[src/hdl/wfsm_pkg.sv]
// Shared types and constants for the WLAN frame statistics monitor.
// Used by wfsm_div, wfsm_stats and wlan_frame_statistics_monitor_unit.
// No dependencies.
package wfsm_pkg;

   localparam int NUM_W   = 42;
   localparam int DEN_W   = 32;
   localparam int CNT_W32 = 32;

   localparam logic [1:0] MODE_FRAME = 2'd0;
   localparam logic [1:0] MODE_TICK  = 2'd1;
   localparam logic [1:0] MODE_CLEAR = 2'd2;

   localparam logic [2:0] KIND_MGMT = 3'd0;
   localparam logic [2:0] KIND_DATA = 3'd1;
   localparam logic [2:0] KIND_CTRL = 3'd2;
   localparam logic [2:0] KIND_MISC = 3'd3;

   localparam int FC_TO_DS   = 8;
   localparam int FC_FROM_DS = 9;

   localparam logic [3:0] SUB_PROBE_REQ  = 4'd4;
   localparam logic [3:0] SUB_PROBE_RESP = 4'd5;
   localparam logic [3:0] SUB_BEACON     = 4'd8;

   localparam logic [0:0] CSR_SAMPLE_PERIOD = 1'd0;
   localparam logic [0:0] CSR_RATE_CAP      = 1'd1;

   localparam logic [15:0] PERIOD_RESET   = 16'd150;
   localparam logic [15:0] RATE_CAP_RESET = 16'd20000;

   localparam logic [9:0] PPS_SCALE  = 10'd1000;
   localparam logic [9:0] KBPS_SCALE = 10'd80;

   typedef struct packed {
      logic             start;
      logic [NUM_W-1:0] num;
      logic [DEN_W-1:0] den;
   } div_req_type;

   typedef struct packed {
      logic             done;
      logic [NUM_W-1:0] quot;
   } div_rsp_type;

   typedef struct packed {
      logic frame_en;
      logic clear_en;
      logic snap_en;
   } stats_ctl_type;

   typedef struct packed {
      logic [31:0] total;
      logic [31:0] mgmt;
      logic [31:0] beacon;
      logic [31:0] probe;
      logic [31:0] data;
      logic [31:0] ctrl;
      logic [31:0] misc;
      logic [31:0] rssi_accum;
      logic [31:0] rssi_samples;
      logic [31:0] d_total;
      logic [31:0] d_up;
      logic [31:0] d_down;
   } stats_type;

endpackage

[src/hdl/wfsm_div.sv]
// Restoring unsigned divider, one quotient bit per cycle.
// Depends on wfsm_pkg for operand widths and request/response types.
module wfsm_div (
   input  logic                 clock,
   input  logic                 reset,
   input  wfsm_pkg::div_req_type div_req,
   output wfsm_pkg::div_rsp_type div_rsp
);
   import wfsm_pkg::*;

   localparam int CNT_W = $clog2(NUM_W);

   logic             busy_ff, busy_in;
   logic             done_ff, done_in;
   logic [CNT_W-1:0] cnt_ff, cnt_in;
   logic [DEN_W-1:0] rem_ff, rem_in;
   logic [DEN_W-1:0] den_ff, den_in;
   logic [NUM_W-1:0] quo_ff, quo_in;
   logic [DEN_W:0]   rem_sh;
   logic             ge;

   assign rem_sh = {rem_ff, quo_ff[NUM_W-1]};
   assign ge     = rem_sh >= {1'b0, den_ff};

   always_comb begin
      busy_in = busy_ff;
      done_in = 1'b0;
      cnt_in  = cnt_ff;
      rem_in  = rem_ff;
      den_in  = den_ff;
      quo_in  = quo_ff;
      if (div_req.start) begin
         busy_in = 1'b1;
         cnt_in  = CNT_W'(NUM_W - 1);
         rem_in  = '0;
         den_in  = div_req.den;
         quo_in  = div_req.num;
      end else if (busy_ff) begin
         rem_in = ge ? DEN_W'(rem_sh - {1'b0, den_ff}) : rem_sh[DEN_W-1:0];
         quo_in = {quo_ff[NUM_W-2:0], ge};
         cnt_in = cnt_ff - CNT_W'(1);
         if (cnt_ff == '0) begin
            busy_in = 1'b0;
            done_in = 1'b1;
         end
      end
   end

   always_ff @(posedge clock) begin
      if (reset) begin
         busy_ff <= 1'b0;
         done_ff <= 1'b0;
      end else begin
         busy_ff <= busy_in;
         done_ff <= done_in;
      end
      cnt_ff <= cnt_in;
      rem_ff <= rem_in;
      den_ff <= den_in;
      quo_ff <= quo_in;
   end

   assign div_rsp.done = done_ff;
   assign div_rsp.quot = quo_ff;

endmodule

[src/hdl/wfsm_stats.sv]
// Frame counter bank: per-kind counts, RSSI sum, byte totals and tick snapshots.
// Depends on wfsm_pkg for field codes and the control and status structs.
module wfsm_stats (
   input  logic                   clock,
   input  logic                   reset,
   input  wfsm_pkg::stats_ctl_type stats_ctl,
   input  logic [2:0]             frame_kind,
   input  logic [15:0]            frame_control,
   input  logic                   has_payload,
   input  logic [15:0]            frame_length,
   input  logic signed [7:0]      rssi_dbm,
   output wfsm_pkg::stats_type     stats
);
   import wfsm_pkg::*;

   typedef struct packed {
      logic [31:0] total;
      logic [31:0] mgmt;
      logic [31:0] beacon;
      logic [31:0] probe;
      logic [31:0] data;
      logic [31:0] ctrl;
      logic [31:0] misc;
      logic [31:0] rssi_accum;
      logic [31:0] rssi_samples;
      logic [31:0] bytes_up;
      logic [31:0] bytes_down;
      logic [31:0] last_total;
      logic [31:0] last_up;
      logic [31:0] last_down;
   } counter_set_type;

   counter_set_type cnt_ff, cnt_in;
   logic            to_ds, from_ds, len_ok;
   logic [3:0]      subtype;

   assign to_ds   = frame_control[FC_TO_DS];
   assign from_ds = frame_control[FC_FROM_DS];
   assign subtype = frame_control[7:4];
   assign len_ok  = has_payload && (frame_length >= 16'd2);

   always_comb begin
      cnt_in = cnt_ff;
      if (stats_ctl.clear_en) begin
         cnt_in = '0;
      end else if (stats_ctl.frame_en) begin
         cnt_in.total        = cnt_ff.total + 32'd1;
         cnt_in.rssi_accum   = cnt_ff.rssi_accum + 32'(rssi_dbm);
         cnt_in.rssi_samples = cnt_ff.rssi_samples + 32'd1;
         if (len_ok && to_ds && !from_ds) begin
            cnt_in.bytes_up = cnt_ff.bytes_up + {16'd0, frame_length};
         end
         if (len_ok && !to_ds && from_ds) begin
            cnt_in.bytes_down = cnt_ff.bytes_down + {16'd0, frame_length};
         end
         unique case (frame_kind)
            KIND_MGMT: begin
               cnt_in.mgmt = cnt_ff.mgmt + 32'd1;
               if (has_payload && subtype == SUB_BEACON) begin
                  cnt_in.beacon = cnt_ff.beacon + 32'd1;
               end
               if (has_payload && (subtype == SUB_PROBE_REQ || subtype == SUB_PROBE_RESP)) begin
                  cnt_in.probe = cnt_ff.probe + 32'd1;
               end
            end
            KIND_DATA: cnt_in.data = cnt_ff.data + 32'd1;
            KIND_CTRL: cnt_in.ctrl = cnt_ff.ctrl + 32'd1;
            KIND_MISC: cnt_in.misc = cnt_ff.misc + 32'd1;
            default: ;
         endcase
      end else if (stats_ctl.snap_en) begin
         cnt_in.last_total = cnt_ff.total;
         cnt_in.last_up    = cnt_ff.bytes_up;
         cnt_in.last_down  = cnt_ff.bytes_down;
      end
   end

   always_ff @(posedge clock) begin
      if (reset) begin
         cnt_ff <= '0;
      end else begin
         cnt_ff <= cnt_in;
      end
   end

   always_comb begin
      stats.total        = cnt_ff.total;
      stats.mgmt         = cnt_ff.mgmt;
      stats.beacon       = cnt_ff.beacon;
      stats.probe        = cnt_ff.probe;
      stats.data         = cnt_ff.data;
      stats.ctrl         = cnt_ff.ctrl;
      stats.misc         = cnt_ff.misc;
      stats.rssi_accum   = cnt_ff.rssi_accum;
      stats.rssi_samples = cnt_ff.rssi_samples;
      stats.d_total = (cnt_ff.total >= cnt_ff.last_total) ?
                      cnt_ff.total - cnt_ff.last_total : 32'd0;
      stats.d_up    = (cnt_ff.bytes_up >= cnt_ff.last_up) ?
                      cnt_ff.bytes_up - cnt_ff.last_up : 32'd0;
      stats.d_down  = (cnt_ff.bytes_down >= cnt_ff.last_down) ?
                      cnt_ff.bytes_down - cnt_ff.last_down : 32'd0;
   end

endmodule

[src/hdl/wlan_frame_statistics_monitor_unit.sv]
// WLAN frame statistics monitor top level: sequencer, config registers, result beat.
// Frame and clear beats may arrive every cycle while the sequencer is idle (req_stall low).
// A tick beat runs one snapshot state, then four
// 42-bit divisions (pps, uplink, downlink, RSSI average) in turn on the
// shared bit-serial divider, then loads the result register once rsp_stall allows it.
// Synchronous active-high reset clears all counters and restores period 150 and cap 20000.
module wlan_frame_statistics_monitor_unit (
   input  logic               clock,
   input  logic               reset,
   input  logic               req_valid,
   output logic               req_stall,
   input  logic [1:0]         req_mode,
   input  logic [2:0]         req_frame_kind,
   input  logic [15:0]        req_frame_control,
   input  logic               req_has_payload,
   input  logic [15:0]        req_frame_length,
   input  logic signed [7:0]  req_rssi_dbm,
   output logic               rsp_valid,
   input  logic               rsp_stall,
   output logic [15:0]        rsp_rate_pps,
   output logic [31:0]        rsp_up_kbps_tenths,
   output logic [31:0]        rsp_down_kbps_tenths,
   output logic signed [7:0]  rsp_avg_rssi,
   output logic [31:0]        rsp_total_count,
   output logic [31:0]        rsp_mgmt_count,
   output logic [31:0]        rsp_beacon_count,
   output logic [31:0]        rsp_probe_count,
   output logic [31:0]        rsp_data_count,
   output logic [31:0]        rsp_ctrl_count,
   output logic [31:0]        rsp_misc_count,
   input  logic               csr_wr_en,
   input  logic [0:0]         csr_index,
   input  logic [15:0]        csr_wr_data
);
   import wfsm_pkg::*;

   typedef enum logic [2:0] {S_IDLE, S_SNAP, S_LOAD, S_WAIT, S_DONE} state_type;
   typedef enum logic [1:0] {OP_PPS, OP_UP, OP_DOWN, OP_RSSI} op_type;

   state_type     state_ff;
   op_type        op_ff;
   logic [15:0]   period_ff, cap_ff;
   logic [31:0]   dt_ff, du_ff, dd_ff, mag_ff;
   logic          neg_ff, has_smp_ff;
   logic [15:0]   pps_ff;
   logic [31:0]   up_ff, down_ff;
   logic [7:0]    avg_ff;
   logic          rsp_valid_ff;
   logic [15:0]   rsp_pps_ff;
   logic [31:0]   rsp_up_ff, rsp_down_ff;
   logic [7:0]    rsp_avg_ff;
   logic [31:0]   rsp_total_ff, rsp_mgmt_ff, rsp_beacon_ff, rsp_probe_ff;
   logic [31:0]   rsp_data_ff, rsp_ctrl_ff, rsp_misc_ff;

   logic          accept;
   stats_ctl_type stats_ctl;
   stats_type     stats;
   div_req_type   div_req;
   div_rsp_type   div_rsp;
   logic [15:0]   period_eff;
   logic [31:0]   q_sat;
   logic [7:0]    avg_val;

   assign req_stall  = state_ff != S_IDLE;
   assign accept     = req_valid && !req_stall;
   assign period_eff = (period_ff == 16'd0) ? 16'd1 : period_ff;

   assign stats_ctl.frame_en = accept && req_mode == MODE_FRAME;
   assign stats_ctl.clear_en = accept && req_mode == MODE_CLEAR;
   assign stats_ctl.snap_en  = state_ff == S_SNAP;

   wfsm_stats u_stats (
      .clock         (clock),
      .reset         (reset),
      .stats_ctl     (stats_ctl),
      .frame_kind    (req_frame_kind),
      .frame_control (req_frame_control),
      .has_payload   (req_has_payload),
      .frame_length  (req_frame_length),
      .rssi_dbm      (req_rssi_dbm),
      .stats         (stats)
   );

   always_comb begin
      div_req.start = state_ff == S_LOAD;
      div_req.den   = {16'd0, period_eff};
      unique case (op_ff)
         OP_PPS:  div_req.num = NUM_W'(dt_ff) * NUM_W'(PPS_SCALE);
         OP_UP:   div_req.num = NUM_W'(du_ff) * NUM_W'(KBPS_SCALE);
         OP_DOWN: div_req.num = NUM_W'(dd_ff) * NUM_W'(KBPS_SCALE);
         OP_RSSI: begin
            div_req.num = NUM_W'(mag_ff);
            div_req.den = stats.rssi_samples;
         end
      endcase
   end

   wfsm_div u_div (
      .clock   (clock),
      .reset   (reset),
      .div_req (div_req),
      .div_rsp (div_rsp)
   );

   assign q_sat = (div_rsp.quot[NUM_W-1:32] != '0) ? 32'hFFFF_FFFF : div_rsp.quot[31:0];

   always_comb begin
      if (!has_smp_ff) begin
         avg_val = 8'd0;
      end else if (neg_ff) begin
         avg_val = (div_rsp.quot > NUM_W'(128)) ? 8'h80 : 8'(-div_rsp.quot[7:0]);
      end else begin
         avg_val = (div_rsp.quot > NUM_W'(127)) ? 8'h7F : div_rsp.quot[7:0];
      end
   end

   always_ff @(posedge clock) begin
      if (reset) begin
         state_ff     <= S_IDLE;
         op_ff        <= OP_PPS;
         rsp_valid_ff <= 1'b0;
         period_ff    <= PERIOD_RESET;
         cap_ff       <= RATE_CAP_RESET;
      end else begin
         if (csr_wr_en) begin
            unique case (csr_index)
               CSR_SAMPLE_PERIOD: period_ff <= csr_wr_data;
               CSR_RATE_CAP:      cap_ff    <= csr_wr_data;
            endcase
         end
         if (rsp_valid_ff && !rsp_stall && state_ff != S_DONE) begin
            rsp_valid_ff <= 1'b0;
         end
         unique case (state_ff)
            S_IDLE: begin
               if (accept && req_mode == MODE_TICK) begin
                  state_ff <= S_SNAP;
               end
            end
            S_SNAP: begin
               dt_ff      <= stats.d_total;
               du_ff      <= stats.d_up;
               dd_ff      <= stats.d_down;
               neg_ff     <= stats.rssi_accum[31];
               mag_ff     <= stats.rssi_accum[31] ? 32'(-stats.rssi_accum) : stats.rssi_accum;
               has_smp_ff <= stats.rssi_samples != 32'd0;
               op_ff      <= OP_PPS;
               state_ff   <= S_LOAD;
            end
            S_LOAD: begin
               state_ff <= S_WAIT;
            end
            S_WAIT: begin
               if (div_rsp.done) begin
                  unique case (op_ff)
                     OP_PPS: begin
                        pps_ff   <= (div_rsp.quot > NUM_W'(cap_ff)) ? cap_ff
                                                                    : div_rsp.quot[15:0];
                        op_ff    <= OP_UP;
                        state_ff <= S_LOAD;
                     end
                     OP_UP: begin
                        up_ff    <= q_sat;
                        op_ff    <= OP_DOWN;
                        state_ff <= S_LOAD;
                     end
                     OP_DOWN: begin
                        down_ff  <= q_sat;
                        op_ff    <= OP_RSSI;
                        state_ff <= S_LOAD;
                     end
                     OP_RSSI: begin
                        avg_ff   <= avg_val;
                        state_ff <= S_DONE;
                     end
                  endcase
               end
            end
            S_DONE: begin
               if (!rsp_valid_ff || !rsp_stall) begin
                  rsp_valid_ff  <= 1'b1;
                  rsp_pps_ff    <= pps_ff;
                  rsp_up_ff     <= up_ff;
                  rsp_down_ff   <= down_ff;
                  rsp_avg_ff    <= avg_ff;
                  rsp_total_ff  <= stats.total;
                  rsp_mgmt_ff   <= stats.mgmt;
                  rsp_beacon_ff <= stats.beacon;
                  rsp_probe_ff  <= stats.probe;
                  rsp_data_ff   <= stats.data;
                  rsp_ctrl_ff   <= stats.ctrl;
                  rsp_misc_ff   <= stats.misc;
                  state_ff      <= S_IDLE;
               end
            end
            default: state_ff <= S_IDLE;
         endcase
      end
   end

   assign rsp_valid            = rsp_valid_ff;
   assign rsp_rate_pps         = rsp_pps_ff;
   assign rsp_up_kbps_tenths   = rsp_up_ff;
   assign rsp_down_kbps_tenths = rsp_down_ff;
   assign rsp_avg_rssi         = rsp_avg_ff;
   assign rsp_total_count      = rsp_total_ff;
   assign rsp_mgmt_count       = rsp_mgmt_ff;
   assign rsp_beacon_count     = rsp_beacon_ff;
   assign rsp_probe_count      = rsp_probe_ff;
   assign rsp_data_count       = rsp_data_ff;
   assign rsp_ctrl_count       = rsp_ctrl_ff;
   assign rsp_misc_count       = rsp_misc_ff;

endmodule
[config.mk]
export PLATFORM = sky130hd
export DESIGN_NAME = wlan_frame_statistics_monitor_unit
export DESIGN_NICKNAME = d
export VERILOG_FILES = /design/src/hdl/wfsm_pkg.sv /design/src/hdl/wfsm_div.sv /design/src/hdl/wfsm_stats.sv /design/src/hdl/wlan_frame_statistics_monitor_unit.sv
export SDC_FILE = /design/constraint.sdc
export NUM_CORES = 2
export LEC_CHECK = 0
export ABC_CLOCK_PERIOD_IN_PS = 39300
export BUFFER_PORTS_ARGS = -buffer_cell sky130_fd_sc_hd__clkbuf_2
export CAP_MARGIN = 5
export CORE_MARGIN = 4
export CORE_UTILIZATION = 40
export DETAILED_ROUTE_END_ITERATION = 8
export PLACE_DENSITY = 0.58
export REMOVE_ABC_BUFFERS = 1
export SLEW_MARGIN = 20
export SYNTH_ARGS = -nofsm -noshare
export SYNTH_HDL_FRONTEND = slang
export SYNTH_HIERARCHICAL = 1
export SYNTH_SLANG_ARGS = --single-unit
[constraint.sdc]
create_clock -name clock -period 39.3 [get_ports clock]
set_clock_uncertainty 0.2 [all_clocks]
set_input_delay 7.86 -clock clock [delete_from_list [all_inputs] [get_ports clock]]
set_output_delay 7.86 -clock clock [all_outputs]
set_load 0.01 [all_outputs]
==> reports/metrics.yaml <==
route:
  ant_nets: 0
  m1WireLength_um: 74100
  wirelength_um: 157000
  highest_layer: "met5"
  detail_route.first_pass.iterations: 6
  num_vias: 45466
  routed_via_density: 5.24
  wl_met2_um: 70200
  drc: 0
  drtIter0Drc: 3004
  wl_met3_um: 8780
  routedWlPerCell_um: 18.1
yosys:
  synth_largest_area_cell: "edfxtp_1"
  avgSynthCellArea_um2: 9.96
  synth-seq-area-share: 0.447
  ys_ff_latch: 1130
  syn_area_um2: 64200
  synth_ff_type: "edfxtp_1"
  async_flop_share: 0
  yosys_warnings: 6
  ys_types: 120
  synth_top_cell_area_share: 0.283
  synth_top_cells_by_area: "edfxtp_1 (28%), dfxtp_1 (16%), ha_1 (8.3%)"
  synth_enable_flop_cells: 604
  synthCells: 6438
power:
  power.density_nw_per_um2: 49.1
  power.leakage_nw: 28.0
  ir_drop_mv: 0.0450
placed_design:
  dpl.hpwl_um: 117000
  port_buffers: 371
  gp_congestion: 0.875
clock_tree:
  clk_latency_ps: 760
  clockRootBuffer: "clkbuf_16"
  cts-resized-gates: 0
  cts_hold_buf: 0
  cts_sinks: 1130
  htree_levels: 3
  cts_buffer_depth: 3
  cts_made_buffers: 121
  clk_pin_slew_ps: 60
  cts_tree: "built"
  post_cts_buffers: 0
global_routing:
  grt-ovfl-total: 0
  grt_antenna_before_repair: 7
  grt_pass1_vias: 43527
  grt_pass1_wl_um: 247000
  grt_max_degree: 185
  grt_use_total: 0.183
worst_hold_path:
  min_path_type: "flip-flop to flip-flop"
final_layout:
  drive_gt1_frac: 0.122
  fillers: 15074
  final_nets: 7116
  synthToLayoutAreaGrowth_pct: 9.70
die:
  die_area_um2: 167000
  die_y_um: 408
  fp.dieW_um: 408
  initial_core_util: 0.404
  io_pins: 382
  design.core.area_um2: 159000
  rows: 146
critical_path:
  crit_chain: "clkbuf_2, nor4b_2, buf_4, nand2_1, a41oi_1, buf_4, and3b_1, buf_4, nand4_1, nor2_1, and3_1, and4_1, nand3_1, or3_1, a21oi_1"
  path_class: "primary input to flip-flop"
  slowest_delay_ps: 410
  slowest_stage: "buf_4"
  cp.arrival_ps: 11480
  critical-path-top-delay-family: "simple AND/OR/NAND/NOR gates"
  critPathRequiredTime_ps: 39720
  end_kind: "flip-flop"
  crit_fanout: 22
  crit_buf_inv: 4
  worstSetupStartpointType: "primary input"
  cp_common_cell: "buf_4"
timing:
  maxClockFrequency_ghz: 0.0904
  period_minus_slack_ps: 11060
  whs_ps: 177
  timing.slew.headroom: 0.214
  timing.setup.tns_ps: 0
  finalHoldViolations: 0
  maxSlewViolCount: 0
  worstMarginPinSlew_ps: 1160
  min_period_over_period: 0.282
  setup_viol: 0
  rsz0062_at_grt: "false"
outcome:
  status: "complete, no violations"
job:
  maxCapViolCount: 0
-- metal layers --
metal	global-route usage	vias to the layer above
met5	0	-
met4	0.0468	6
met3	0.0327	195
met2	0.291	969
met1	0.259	21869
li1	-	22427
-- area by class of cell --
cell class | count | area [µm²] | share of cell area
tap | 2072 | 2590 | 0.0368
inverter | 384 | 1440 | 0.0205
sequential | 1130 | 28700 | 0.407
timing repair buffer | 410 | 2170 | 0.0309
multi-input combinational | 4447 | 31200 | 0.443
clock buffer | 156 | 3340 | 0.0475
clock inverter | 74 | 966 | 0.0137
antenna | 1 | 2.50 | 0.0000356
-- Yosys cell counts (all sizes together) (8+ instances only) --
cell type,number
xnor2,215
mux2,75
nand2b,51
dfxtp,526
a31oi,31
a21oi,479
o31ai,28
and4,34
o211ai,15
clkbuf,154
a21o,128
or3,79
inv,383
xor2,279
nand4,80
nor2b,64
o22ai,12
buf,323
a21boi,13
a22oi,8
a2111oi,9
nor3b,14
mux2i,55
a211o,9
or4,11
nor4,37
a31o,8
a222oi,13
a221oi,13
or2,50
nand2,627
and2,50
nor3,79
fa,127
o21ai,213
nand3b,15
and3,90
nor2,615
ha,427
edfxtp,604
nand3,141
o21bai,33
a211oi,78
o21a,46
-- final timing paths --
check / end / slack, ps / startpoint / cells past startpoint
max: u_stats/cnt_ff[159] / 28240 / req_mode[0] / 15
min: rsp_up_kbps_tenths[4] / 180 / up_ff[4] / 0
min reg2reg: rsp_up_kbps_tenths[4] / 180 / up_ff[4] / 0
max reg2reg: u_div/quo_ff[33] / 33000 / dt_ff[5] / 17
-- cell families (layout without fill, tap and decap cells) --
logic type / Yosys count / in the layout / share of synthesized area
adders and majority gates: 554 / 554 / 0.123
and+or+nand+nor: 2061 / 2061 / 0.153
DFF: 1130 / 1130 / 0.447
buffers and inverters: 861 / 1024 / 0.0683
muxes: 130 / 130 / 0.0217
AOI/OAI and AO/OA: 1208 / 1208 / 0.119
other: 0 / 1 / 0
xor gates and xnor gates: 494 / 494 / 0.0674
-- state kept, by name, summed over array words and instances (netlist names), 32 cells and up --
signal	flops
dd_ff	32
down_ff	32
dt_ff	32
du_ff	32
mag_ff	32
rsp_beacon_count	32
rsp_ctrl_count	32
rsp_data_count	32
rsp_down_kbps_tenths	32
rsp_mgmt_count	32
rsp_misc_count	32
rsp_probe_count	32
rsp_total_count	32
rsp_up_kbps_tenths	32
u_div/den_ff	32
u_div/quo_ff	42
u_div/rem_ff	32
u_stats/cnt_ff	160
u_stats/stats	288
up_ff	32
-- layout by cell type, fill, tap and decap left out, types with 25 or more instances in the layout --
cell / Yosys / final
or3_1: 78 / 78
nor2b_1: 63 / 62
nand2b_1: 50 / 50
nand4_1: 79 / 79
xor2_1: 279 / 279
mux2_2: 73 / 73
and2_1: 49 / 48
xnor2_1: 215 / 215
nand3_1: 141 / 141
clkinv_2: 0 / 25
nor4_1: 37 / 37
a21o_1: 128 / 128
or2_2: 49 / 48
nor2_1: 612 / 612
dfxtp_1: 526 / 525
nor3_1: 76 / 72
a21oi_1: 476 / 476
fa_1: 127 / 127
o21ai_0: 201 / 201
a211oi_1: 76 / 75
mux2i_1: 55 / 55
a31oi_1: 29 / 29
clkbuf_2: 0 / 371
nand2_1: 626 / 625
edfxtp_1: 604 / 604
and4_1: 31 / 31
o21bai_1: 33 / 33
o21a_1: 46 / 46
buf_4: 294 / 35
and3_1: 87 / 87
clkbuf_16: 0 / 124
ha_1: 427 / 425
inv_1: 383 / 383
o31ai_1: 27 / 27
-- stage by stage --
step	total power, mW	instances	worst slack, ps	utilization	cell area, µm²
CTS	3.49	8671	28160	0.443	70300
global route	3.65	8673	28050	0.443	70400
global placement	2.27	8441	27370	0.415	66000
floorplan	2.00	5961	7280	-	61200
detailed placement	2.27	8441	27330	0.415	66000
finish	3.46	8674	28240	0.443	70400
-- power breakdown --
| group | switching [mW] | leakage [nW] | internal (mW) | total, mW |
|---|---|---|---|---|
| clock network | 0.504 | 2.08 | 0.701 | 1.20 |
| registers | 0.0408 | 9.90 | 1.29 | 1.33 |
| logic | 0.565 | 16.0 | 0.360 | 0.925 |
(Power assumes the default switching activity.)
